## src/hw/rtl/a2u_pkg.sv

```systemverilog
// Package for the ASCII number to uint32 parser.
// Holds the parser state type and the character and limit constants.
// No dependencies.
package a2u_pkg;

    // Parser state carried from one character to the next
    typedef struct packed {
        logic [1:0]  char_position;
        logic        hex_mode;
        logic [31:0] accumulator;
        logic        failed;
    } t_parse_state;

    localparam logic [1:0]  POS_FIRST  = 2'd0;
    localparam logic [1:0]  POS_SECOND = 2'd1;
    localparam logic [1:0]  POS_LATER  = 2'd2;

    localparam logic [7:0]  CH_0     = 8'h30;
    localparam logic [7:0]  CH_5     = 8'h35;
    localparam logic [7:0]  CH_9     = 8'h39;
    localparam logic [7:0]  CH_A_UP  = 8'h41;
    localparam logic [7:0]  CH_F_UP  = 8'h46;
    localparam logic [7:0]  CH_A_LO  = 8'h61;
    localparam logic [7:0]  CH_F_LO  = 8'h66;
    localparam logic [7:0]  CH_X_UP  = 8'h58;
    localparam logic [7:0]  CH_X_LO  = 8'h78;

    // Largest accumulator that may still take a decimal digit
    localparam logic [31:0] DEC_LIMIT = 32'd429496729;
    // Largest accumulator that may still take a hex digit
    localparam logic [31:0] HEX_LIMIT = 32'h0FFF_FFFF;

    localparam logic STATUS_OK   = 1'b0;
    localparam logic STATUS_FAIL = 1'b1;

endpackage

```

## src/hw/rtl/a2u_ifs.sv

```systemverilog
// Valid/ready channel interfaces of the ASCII number parser.
// Input channel carries one character, output channel one parsed value.
// No dependencies.
interface a2u_in_if;
    logic       valid;
    logic       ready;
    logic [7:0] character;
    logic       last_char;

    modport source (output valid, output character, output last_char, input ready);
    modport sink   (input valid, input character, input last_char, output ready);
endinterface

interface a2u_out_if;
    logic        valid;
    logic        ready;
    logic [31:0] value;
    logic        status;

    modport source (output valid, output value, output status, input ready);
    modport sink   (input valid, input value, input status, output ready);
endinterface

```

## src/hw/rtl/ascii_number_to_uint32.sv

```systemverilog
// ASCII number string to 32-bit unsigned value, one character per transaction.
// A final character's result passes through the input register, then the step logic
// into the result register; a full result register holds it in the input register.
// Throughput: one character per cycle while no final character waits on a full result register.
// Reset: synchronous active-low i_rst_n clears parser state and both valid flags.
module ascii_number_to_uint32 (
    input  logic          i_clk,
    input  logic          i_rst_n,
    a2u_in_if.sink        i_in,
    a2u_out_if.source     o_out
);
    import a2u_pkg::*;

    logic         r_in_valid;
    logic [7:0]   r_character;
    logic         r_last_char;
    t_parse_state r_state;
    t_parse_state n_state;
    logic         r_out_valid;
    logic [31:0]  r_value;
    logic         r_status;
    logic [31:0]  n_value;
    logic         n_status;
    logic         out_free;
    logic         step_go;

    // Handshake: a non-final character never waits for the result register
    assign out_free   = !r_out_valid || o_out.ready;
    assign step_go    = r_in_valid && (!r_last_char || out_free);
    assign i_in.ready = !r_in_valid || step_go;

    a2u_step u_step (
        .i_state      (r_state),
        .i_character  (r_character),
        .i_last_char  (r_last_char),
        .o_next_state (n_state),
        .o_value      (n_value),
        .o_status     (n_status)
    );

    // Input register
    always_ff @(posedge i_clk) begin
        if (!i_rst_n) begin
            r_in_valid <= 1'b0;
        end else if (i_in.ready) begin
            r_in_valid <= i_in.valid;
        end
        if (i_in.ready && i_in.valid) begin
            r_character <= i_in.character;
            r_last_char <= i_in.last_char;
        end
    end

    // Parser state
    always_ff @(posedge i_clk) begin
        if (!i_rst_n) begin
            r_state <= '0;
        end else if (step_go) begin
            r_state <= n_state;
        end
    end

    // Result register
    always_ff @(posedge i_clk) begin
        if (!i_rst_n) begin
            r_out_valid <= 1'b0;
        end else if (out_free) begin
            r_out_valid <= step_go && r_last_char;
        end
        if (out_free && step_go && r_last_char) begin
            r_value  <= n_value;
            r_status <= n_status;
        end
    end

    assign o_out.valid  = r_out_valid;
    assign o_out.value  = r_value;
    assign o_out.status = r_status;

`ifndef SYNTHESIS
    // A final character leaves the parser in its clean state
    a_clear_after_last: assert property (@(posedge i_clk) disable iff (!i_rst_n)
        step_go && r_last_char |=> r_state == '0)
        else $error("parser state not cleared after final character");

    // A failure result carries a zero value
    a_fail_zero: assert property (@(posedge i_clk) disable iff (!i_rst_n)
        r_out_valid && (r_status == STATUS_FAIL) |-> r_value == 32'd0)
        else $error("failure result with non-zero value");

    // Position saturates and never reaches the unused code
    a_pos_range: assert property (@(posedge i_clk) disable iff (!i_rst_n)
        r_state.char_position != 2'd3)
        else $error("character position out of range");

    // Once failed, later non-final characters leave the accumulator alone
    a_fail_sticky: assert property (@(posedge i_clk) disable iff (!i_rst_n)
        step_go && r_state.failed && !r_last_char |=>
            r_state.failed && (r_state.accumulator == $past(r_state.accumulator)))
        else $error("failed string changed the accumulator");

    // A result is only produced when the result register can take it
    a_no_overwrite: assert property (@(posedge i_clk) disable iff (!i_rst_n)
        r_out_valid && !o_out.ready |=> r_out_valid)
        else $error("pending result dropped");
`endif

endmodule

```

## src/hw/rtl/a2u_step.sv

```systemverilog
// One character step of the ASCII number parser: next state and result.
// Pure combinational logic.
// Depends on a2u_pkg.
module a2u_step (
    input  a2u_pkg::t_parse_state i_state,
    input  logic [7:0]            i_character,
    input  logic                  i_last_char,
    output a2u_pkg::t_parse_state o_next_state,
    output logic [31:0]           o_value,
    output logic                  o_status
);
    import a2u_pkg::*;

    logic        is_dec;
    logic        is_hex_letter;
    logic [3:0]  hex_digit;
    logic [31:0] dec_next;
    logic        is_x;
    t_parse_state n_state;

    // Character classes and digit values
    assign is_dec        = (i_character >= CH_0) && (i_character <= CH_9);
    assign is_hex_letter = ((i_character >= CH_A_UP) && (i_character <= CH_F_UP)) ||
                           ((i_character >= CH_A_LO) && (i_character <= CH_F_LO));
    // letters A-F / a-f have low nibble 1..6, value is that plus nine
    assign hex_digit     = is_dec ? i_character[3:0] : (i_character[3:0] + 4'd9);
    assign is_x          = (i_character == CH_X_LO) || (i_character == CH_X_UP);

    // acc * 10 + digit as shift-and-add, truncated (overflow caught separately)
    assign dec_next = {i_state.accumulator[28:0], 3'b000}
                    + {i_state.accumulator[30:0], 1'b0}
                    + {28'd0, i_character[3:0]};

    // Next state
    always_comb begin
        n_state = i_state;
        if (!i_state.failed) begin
            if (i_state.hex_mode) begin
                if (i_state.accumulator > HEX_LIMIT) begin
                    n_state.failed = 1'b1;
                end else if (!(is_dec || is_hex_letter)) begin
                    n_state.failed = 1'b1;
                end else begin
                    n_state.accumulator = {i_state.accumulator[27:0], hex_digit};
                end
            end else if ((i_state.char_position == POS_SECOND) &&
                         (i_state.accumulator == 32'd0) && is_x && !i_last_char) begin
                n_state.hex_mode = 1'b1;
            end else if (!is_dec) begin
                n_state.failed = 1'b1;
            end else if (((i_state.accumulator == DEC_LIMIT) && (i_character > CH_5)) ||
                         (i_state.accumulator > DEC_LIMIT)) begin
                n_state.failed = 1'b1;
            end else begin
                n_state.accumulator = dec_next;
            end
        end
        if (i_state.char_position != POS_LATER) begin
            n_state.char_position = i_state.char_position + 2'd1;
        end
    end

    // Result of a final character, then a clean state
    assign o_value      = n_state.failed ? 32'd0 : n_state.accumulator;
    assign o_status     = n_state.failed ? STATUS_FAIL : STATUS_OK;
    assign o_next_state = i_last_char ? '0 : n_state;

endmodule

```

## src/flat_wrapper.sv

```systemverilog
// flat-port wrapper written by rule: the top's interface ports become plain ports
module ascii_number_to_uint32_flat import a2u_pkg::*;
  (i_clk, i_rst_n, i_in_valid, i_in_character, i_in_last_char, i_in_ready, o_out_valid, o_out_value, o_out_status, o_out_ready);
  a2u_in_if i_in_i ();
  a2u_out_if o_out_i ();
  input  logic i_clk;
  input  logic i_rst_n;
  input wire logic [$bits(i_in_i.valid)-1:0] i_in_valid;
  input wire logic [$bits(i_in_i.character)-1:0] i_in_character;
  input wire logic [$bits(i_in_i.last_char)-1:0] i_in_last_char;
  output wire logic [$bits(i_in_i.ready)-1:0] i_in_ready;
  output wire logic [$bits(o_out_i.valid)-1:0] o_out_valid;
  output wire logic [$bits(o_out_i.value)-1:0] o_out_value;
  output wire logic [$bits(o_out_i.status)-1:0] o_out_status;
  input wire logic [$bits(o_out_i.ready)-1:0] o_out_ready;
  assign i_in_i.valid = i_in_valid;
  assign i_in_i.character = i_in_character;
  assign i_in_i.last_char = i_in_last_char;
  assign i_in_ready = i_in_i.ready;
  assign o_out_valid = o_out_i.valid;
  assign o_out_value = o_out_i.value;
  assign o_out_status = o_out_i.status;
  assign o_out_i.ready = o_out_ready;
  ascii_number_to_uint32 u_core (.i_clk(i_clk), .i_rst_n(i_rst_n), .i_in(i_in_i), .o_out(o_out_i));
endmodule
```

## config.mk

```make
export PLATFORM = sky130hd
export DESIGN_NAME = ascii_number_to_uint32_flat
export DESIGN_NICKNAME = d
export VERILOG_FILES = /design/src/hw/rtl/a2u_pkg.sv /design/src/hw/rtl/a2u_ifs.sv /design/src/hw/rtl/ascii_number_to_uint32.sv /design/src/hw/rtl/a2u_step.sv /design/src/flat_wrapper.sv
export SDC_FILE = /design/constraint.sdc
export NUM_CORES = 1
export LEC_CHECK = 0
export ABC_AREA = 1
export BUFFER_PORTS_ARGS = -buffer_cell sky130_fd_sc_hd__buf_4
export CORE_MARGIN = 3
export CORE_UTILIZATION = 63
export CTS_BUF_LIST = sky130_fd_sc_hd__clkbuf_16
export DETAILED_ROUTE_END_ITERATION = 8
export GPL_ROUTABILITY_DRIVEN = 0
export MAX_ROUTING_LAYER = met4
export PLACE_DENSITY = 0.79
export SLEW_MARGIN = 30
export SYNTH_ARGS = -nofsm -noshare
export SYNTH_HDL_FRONTEND = slang
export SYNTH_HIERARCHICAL = 1
export SYNTH_SLANG_ARGS = --single-unit
```

## constraint.sdc

```tcl
create_clock -name i_clk -period 3.3 [get_ports i_clk]
set_clock_uncertainty 0.05 [all_clocks]
set_input_delay 0.66 -clock i_clk [delete_from_list [all_inputs] [get_ports i_clk]]
set_output_delay 0.66 -clock i_clk [all_outputs]
set_load 0.02 [all_outputs]
```

==> results of run 1 <==
cell usage in the layout, fill, tap and decap left out, types with 2 or more instances in the layout:
master,count
o21a_1,2
dfxtp_1,34
clkbuf_16,9
nand4_1,21
nand3_2,13
a21oi_1,143
a31oi_1,5
nor3_1,40
nand2_2,4
o21ai_0,14
inv_2,3
inv_1,140
clkinv_1,2
nor2_1,138
buf_12,4
buf_4,85
nand3b_1,7
a21boi_0,3
dfxtp_2,4
inv_6,2
ha_1,63
nand3_1,101
nor4_1,2
bufinv_16,2
xor2_1,17
nand2_1,356
o21bai_1,7
edfxtp_1,42
worst min-delay path, stage by stage (launching register included):
cell	delay [ns]
dfxtp_1	0.33
a21oi_1	0.04
nor2_1	0.08
state kept, by name, indices dropped and copies added (netlist names):
| name | count |
|---|---|
| u_core/r_state | 36 |
| u_core/o_out.value | 32 |
| u_core/r_character | 8 |
| u_core/o_out.status | 1 |
| u_core/o_out.valid | 1 |
| u_core/r_in_valid | 1 |
| u_core/r_last_char | 1 |
report_power, final:
group	switching, mW	total (mW)	internal, mW	leakage (nW)
logic	0.507	0.793	0.287	3.38
clock network	0.447	1.12	0.673	0.160
registers	0.0690	1.16	1.09	0.747
timing repair:
action,4_1_cts,5_1_grt
setup buffers,0,4
gates resized for setup,0,12
endpoints found under the setup margin,0,15
cell families (layout without fill, tap and decap cells):
logic type | count (synthesis) | in the layout
compound gates | 175 | 175
simple gates | 686 | 686
fa+ha+maj | 65 | 65
flops | 80 | 80
buf+inv | 198 | 249
xor+xnor | 18 | 18
cells in the mapped netlist (10+ instances only):
library cell | count | area, um2
a21oi_1 | 143 | 716
buf_2 | 24 | 120
clkbuf_1 | 16 | 60.1
dfxtp_1 | 38 | 761
edfxtp_1 | 42 | 1260
ha_1 | 63 | 788
inv_1 | 141 | 529
nand2_1 | 359 | 1350
nand3_1 | 104 | 521
nand3_2 | 10 | 100
nand4_1 | 21 | 131
nor2_1 | 139 | 522
nor3_1 | 41 | 205
o21ai_0 | 14 | 70.1
xor2_1 | 17 | 149
routing by layer:
layer / up-vias / track usage, % / part of all wire (%)
li1: 4103 / - / -
met1: 3770 / 47.1 / 40
met2: 483 / 56.6 / 45
met3: 87 / 4.51 / 9.7
met4: 0 / 18.5 / 5.0
met5: - / - / 0
final cells by class:
type	count	area, um2	share of cell area [%]
multi-input combinational	944	4860	56.2
sequential	80	2030	23.4
timing repair buffer	89	718	8.30
inverter	144	541	6.25
clock buffer	9	225	2.60
tap	143	179	2.07
clock inverter	7	101	1.17
path summary, 6_finish.rpt:
check	endpoint	depth (start not counted)
max	u_core/r_state[26]	17
min	u_core/r_state[35]	2
max reg2reg	u_core/r_state[26]	17
min reg2reg	u_core/r_state[35]	2
==> qor.csv, run 1 <==
metric,value,unit
status,finished clean,
regToRegSetupSlack,0.24,ns
finalPower,3.08,mW
routedWlPerCell,16.8,um
crit-reg2reg-launch,u_core/r_state[11],
synth_xor_area_share,2.05,%
core_area,0.0117,mm2
synth_cell_type_count,34,
fp.dieH,117,um
fin_crit,3.06,ns
detailedRoute.firstIterationViolations,872,
yosysSeqAreaShare,26.3,%
antenna_found_initial,0,
synth_top_family_by_area,simple AND/OR/NAND/NOR gates,
syn_nets,1300,
drt-vias-per-instance,5.96,
insertion_delay,0.35,ns
leakage,4.29,nW
arrival,3.29,ns
hold_start,u_core/r_state[35],
cts_hold_buf,0,
area_growth,12.3,%
worstPathRequired,3.54,ns
slew_viol_final,0,
dp_slack,0.0304,ns
stdcell_count,1416,
ys_seq_elements,80,
final_nets,1346,
io_buffers,47,
die_x,117,um
start_util,66.0,%
hpwl,16.5,mm
worst_hold_slack,0.438,ns
htreeDepth,3,
crit_path_max_fanout,8,
drcViolationCount,0,
clock-sinks,80,
crit_chain,ha_1 -> ha_1 -> nand2_1 -> inv_1 -> a21oi_1 -> nor2_1 -> o21bai_1 -> nand3_1 -> nand2_1 -> nand3_1 -> nand2_1 -> nand2_1 -> a21oi_1 -> inv_1 -> nand3_1 -> nand2_1 -> nor2_1,
hold_viol_final,0,
drive_above_1_share,10.4,%
die_area,0.0136,mm2
cts_tree,yes,
grt_max_degree,73,
antenna_cells,0,
fin_crit_sh,92.6,%
relSlewSlack,38.4,%
yosysWarningCount,6,
crit_family,simple AND/OR/NAND/NOR gates,
dp_cells,1396,
grt_setup_unrepaired,yes,
setup_viol,0,
cts_buffers,9,
syn_area,0.00770,mm2
worst_slack,0.243,ns
hold_class,flip-flop to flip-flop,
tightest_slew,0.924,ns
row_count,39,
cp_num_buf_inv,2,
pwr_density_cell,355,mW/mm2
cts.clk_slew.worst_paths,0.07,ns
drtAntennaViolNets,0,
slowest_stage,dfxtp_1,
synth_mux_area_share,0,%
crit_top_cell,nand2_1,
synthAdderAreaFrac,10.8,%
root_buffer,clkbuf_16,
drt_pass1_iterations,5,
placed_cell_area,0.00826,mm2
via_count,8443,
start_kind,flip-flop,
max_freq,327,MHz
grt_remaining_overflow,0,
async_flop_share,0,%
ios,48,
cap_violations,0,
synth_area_per_cell,6.30,um2
peakVddDrop,0.311,mV
synthSimpleGateAreaFrac,38.0,%
nFillCells,1041,
synthCells,1222,
clk_path_buf_depth,2,
wirelength,23.7,mm
fin_area,0.00865,mm2
grt_pass1_vias,7513,
synth_edf_count,42,
grt_usage,36.6,%
tns,0,ns
cp-startpoint,u_core/r_state[11],
grt_pass1_wl,37.9,mm
worst_setup_path_end_kind,flip-flop,
synth-compound-area-share,11.9,%
ys.flop_type,edfxtp_1,
criticalPathCategory,flip-flop to flip-flop,
fin_util,74.2,%
max_stage_delay,0.50,ns
No activity file was read; power rests on OpenSTA's default activity.
==> inputs of run 2 (changes only) <==
Settings changed: CORE_UTILIZATION 63 to 55, PLACE_DENSITY 0.79 to 0.7.
==> run 2 against run 1 <==
Compared with the run above: setup slack lost 0.038 ns; die area grew 14%; clock power fell by 14%; critical endpoint unchanged; largest cell class unchanged.
==> qor.csv, run 2 (synthesis results as in run 1) <==
metric,value,unit
crit_path_max_fanout,8,
fin_crit,3.09,ns
worstPathRequired,3.54,ns
endpoint,u_core/r_state[26],
busiest_layer,met2,
grt_remaining_overflow,0,
die_x,124,um
clk_path_buf_depth,2,
io_buffers,47,
gr-usage-met2,50.1,%
p_int,1.90,mW
final-seq-area,0.00203,mm2
cp-startpoint,u_core/r_state[11],
worst_setup_path_end_kind,flip-flop,
clock-sinks,80,
start_util,57.3,%
status,finished clean,
fin_crit_sh,93.8,%
switching_power,1.02,mW
detailedRoute.firstIterationViolations,831,
arrival,3.33,ns
seqPwrFrac,39.4,%
regToRegSetupSlack,0.21,ns
p_comb_share,27.5,%
stdcell_count,1455,
ios,48,
area_growth,12.5,%
row_count,42,
slew_viol_final,0,
grt_pass1_wl,38.4,mm
nFillCells,1317,
antenna_found_initial,0,
final_cell_mix,"nand2_1 (354), a21oi_1 (143), inv_1 (139), nor2_1 (138), nand3_1 (103)",
criticalPathCategory,flip-flop to flip-flop,
cts.clk_slew.worst_paths,0.07,ns
leakage,4.26,nW
r2r_end,u_core/r_state[26],
grt_pass1_vias,7497,
swShare,35.0,%
start_kind,flip-flop,
placed_cell_area,0.00834,mm2
pwr_density_cell,337,mW/mm2
worst_hold_slack,0.432,ns
cts_buffers,9,
reg2reg_depth,17,
tns,0,ns
final_nets,1352,
grt_max_degree,73,
drt-vias-per-instance,5.63,
largest_reg_flops,36,
max_freq,323,MHz
fp.dieH,124,um
use_met3,3.82,%
via_count,8197,
drcViolationCount,0,
drt_pass1_iterations,8,
insertion_delay,0.35,ns
hold_class,input port to flip-flop,
tightest_slew,0.922,ns
multi_input_area,0.00485,mm2
antenna_cells,0,
hpwl,17.1,mm
clockPowerShare,33.1,%
met1_usage,40.4,%
grt_usage,30.9,%
wirelength,23.8,mm
htreeDepth,3,
largest_register,u_core/r_state,
peakVddDrop,0.240,mV
root_buffer,clkbuf_16,
fin_area,0.00866,mm2
hold_viol_final,0,
die_area,0.0155,mm2
finalPower,2.92,mW
drtAntennaViolNets,0,
dp_cells,1437,
relSlewSlack,38.6,%
setup_viol,0,
holdPathStages,1,
cts_tree,yes,
cap_violations,0,
final_common_cell,nand2_1,
routedWlPerCell,16.3,um
crit-reg2reg-launch,u_core/r_state[11],
drive_above_1_share,10.9,%
core_area,0.0135,mm2
[run 2: changes by cell type in the layout (fill, tap and decap cells not counted), moves of 2 or more]
cell,change
buf_12,-2
bufinv_16,-2
nand2_1,-2
nand3_2,-2
buf_4,+8
nand3_1,+2
clkinvlp_4,+4
[run 2: how the worst min path moves through the flow]
stage	startpoint	to
2_1_floorplan	u_core/r_state[0]	u_core/r_state[0]
4_1_cts	i_in_character[5]	u_core/r_character[5]
6_report	i_in_character[5]	u_core/r_character[5]
3_5_place_dp	u_core/r_state[35]	u_core/r_state[35]
3_3_place_gp	u_core/r_state[35]	u_core/r_state[35]
5_1_grt	i_in_character[5]	u_core/r_character[5]
[run 2: power by group through the flow]
stage	combinational, mW	clock (mW)	sequential (mW)
2_1_floorplan	0.550	0	1.17
3_3_place_gp	0.778	0	1.17
3_5_place_dp	0.781	0	1.17
4_1_cts	0.787	0.984	1.15
5_1_grt	0.899	1.02	1.16
6_report	0.804	0.966	1.15
[run 2: layer usage]
layer	up-vias	routed length (um)	share of wire, %
li1	4106	-	-
met3	44	1670	7.0
met4	0	681	2.9
met2	347	11100	47
met5	-	0	0
met1	3700	10300	43
[run 2: metrics by stage]
step           util (%)  setup slack (ns)
3_3_place_gp       62.0             0.131
6_report           64.4             0.205
3_5_place_dp       62.0            0.0606
2_1_floorplan         -             0.338
5_1_grt            64.4          -0.00540
4_1_cts            64.0            0.0506
[run 2: what timing repair did]
item / CTS / global route
hold buffers: 0 / 0
endpoints found under the setup margin: 0 / 18
buffers inserted: 0 / 2
gates resized for setup: 0 / 13
[run 2: worst max-delay path: stages (launching register included)]
cell      delay, ns
dfxtp_1        0.56
ha_1           0.32
ha_1           0.37
nand2_1        0.15
inv_1          0.05
a21oi_1        0.25
nor2_1         0.09
o21bai_1       0.24
nand3_1        0.11
nand2_1        0.07
nand3_1        0.16
nand2_1        0.13
nand2_1        0.08
a21oi_1        0.13
inv_1          0.05
nand3_1        0.07
nand2_1        0.07
nor2_1         0.09
[run 2: area by class of cell]
type,instances,share of cell area [%]
Multi-Input combinational cell,944,56.0
Sequential cell,80,23.4
Timing Repair Buffer,95,8.52
Inverter,144,6.28
Clock buffer,9,2.60
Tap cell,176,2.54
Clock inverter,7,0.635
==> inputs of run 3 (changes only) <==
Settings changed: CORE_ASPECT_RATIO set to 0.75.
==> run 3 against run 2 <==
Compared with the run above: worst hold slack gained 0.0084 ns; largest power group unchanged; first-iteration DRC count grew 6.0%; clock-buffer cell count is the same; sequential share of layout area is essentially flat; critical endpoint is now u_core/r_state[30]; global-route usage grew 1.2 points; via count grew 0.21%; core utilization grew 0.65 points; setup slack lost 0.0019 ns.
==> qor.csv, run 3 (synthesis results as in run 1) <==
metric,value,unit
status,finished clean,
worst_setup_path_end_kind,flip-flop,
die_x,143,um
final_nets,1348,
tightest_slew,0.934,ns
via_count,8214,
dp_cells,1429,
leakage,4.27,nW
htreeDepth,3,
cts_buffers,9,
hpwl,16.8,mm
wirelength,24.0,mm
crit_chain,ha_1 -> ha_1 -> nand2_1 -> nor2_1 -> inv_1 -> nor3_1 -> buf_4 -> nand3_1 -> nand2_1 -> nand2_1 -> nand3_1 -> nand2_1 -> nand2_1 -> a21oi_1 -> inv_1 -> nand3_1 -> nand2_1 -> nor2_1,
drcViolationCount,0,
largest_reg_flops,36,
detailedRoute.firstIterationViolations,881,
clockPowerShare,36.3,%
slew_viol_final,0,
grt_usage,32.2,%
drt-vias-per-instance,5.68,
relSlewSlack,37.7,%
max_freq,323,MHz
setup_viol,0,
max_stage_delay,0.48,ns
root_buffer,clkbuf_16,
hold_viol_final,0,
antenna_cells,0,
arrival,3.28,ns
hold_class,flip-flop to flip-flop,
pwr_density_cell,355,mW/mm2
row_count,36,
p_int,2.05,mW
cts_tree,yes,
cts_hold_buf,0,
clock-sinks,80,
seqPwrFrac,37.5,%
stdcell_count,1446,
cap_violations,0,
antenna_found_initial,0,
slowest_stage,dfxtp_1,
finalPower,3.08,mW
final_cell_mix,"nand2_1 (355), a21oi_1 (143), inv_1 (141), nor2_1 (139), nand3_1 (103)",
fin_crit_sh,93.8,%
grt_pass1_vias,7375,
routedWlPerCell,16.6,um
drtAntennaViolNets,0,
core_area,0.0133,mm2
final_common_cell,nand2_1,
io_buffers,47,
grt_remaining_overflow,0,
ios,48,
drive_above_1_share,10.5,%
crit_top_cell,nand2_1,
largest_register,u_core/r_state,
crit_path_max_fanout,7,
drt_pass1_iterations,5,
peakVddDrop,0.229,mV
swShare,33.5,%
criticalPathCategory,flip-flop to flip-flop,
grt_max_degree,73,
start_util,57.8,%
clk_path_buf_depth,2,
dp_slack,0.119,ns
insertion_delay,0.35,ns
die_area,0.0155,mm2
area_growth,12.6,%
fin_crit,3.10,ns
worst_slack,0.203,ns
p_comb_share,26.2,%
cts.clk_slew.worst_paths,0.06,ns
fp.dieH,108,um
start_kind,flip-flop,
grt_pass1_wl,38.6,mm
switching_power,1.03,mW
worstPathRequired,3.48,ns
-- run 3: changes by cell type in the layout (fill, tap and decap cells not counted), moves of 2 or more --
cell and change:
bufinv_16 +2, buf_4 -5, clkinvlp_4 -3, dfxtp_2 +3, inv_1 +2, dfxtp_1 -3
-- run 3: what timing repair did --
item / in CTS / in global routing
setup buffers: 0 / 1
setup endpoints to repair: 0 / 18
resized for setup: 0 / 12
-- run 3: area by class of cell --
type,count,area [um2]
clock buffers,9,225
clock inverters,7,93.8
fillers,1292,4660
inverters,144,544
multi-input cells,944,4840
flip-flops and latches,80,2030
well taps,171,214
repair buffers,91,721
-- run 3: critical path: cells and delay by family, from the launching register on --
family / cells / cell delay (ns)
DFF: 1 / 0.48
AOI/OAI and AO/OA: 1 / 0.07
and+or+nand+nor: 12 / 1.37
buffers and inverters: 3 / 0.37
adders and majority gates: 2 / 0.64
-- run 3: final timing paths --
path                                    startpoint            endpoint  slack [ns]  depth (start not counted)
worst max-delay path            u_core/r_state[13]  u_core/r_state[30]        0.20                         18
worst min-delay path            u_core/r_state[35]  u_core/r_state[35]        0.44                          2
worst max register to register  u_core/r_state[13]  u_core/r_state[30]        0.20                         18
worst min register to register  u_core/r_state[35]  u_core/r_state[35]        0.44                          2
-- run 3: power groups by stage --
| stage | Combinational (mW) | Sequential [mW] | Clock, mW |
|---|---|---|---|
| global route | 0.900 | 1.16 | 1.18 |
| global placement | 0.773 | 1.17 | 0 |
| floorplan | 0.550 | 1.17 | 0 |
| CTS | 0.789 | 1.15 | 1.14 |
| detailed placement | 0.781 | 1.17 | 0 |
| finish | 0.805 | 1.15 | 1.12 |
-- run 3: metrics by stage --
step	utilization, %	hold slack [ns]	TNS, ns	instance area (um2)
floorplan	-	0.400	0	7700
global placement	62.4	0.413	0	8320
detailed placement	62.4	0.420	0	8320
CTS	64.8	0.433	0	8640
global route	65.1	0.426	-0.0115	8670
finish	65.1	0.440	0	8670
-- run 3: metal layers --
layer	part of all wire, %	track usage (%)
met1	45	44.9
met2	43	47.6
met3	9.7	5.88
met4	2.4	9.50
met5	0	-
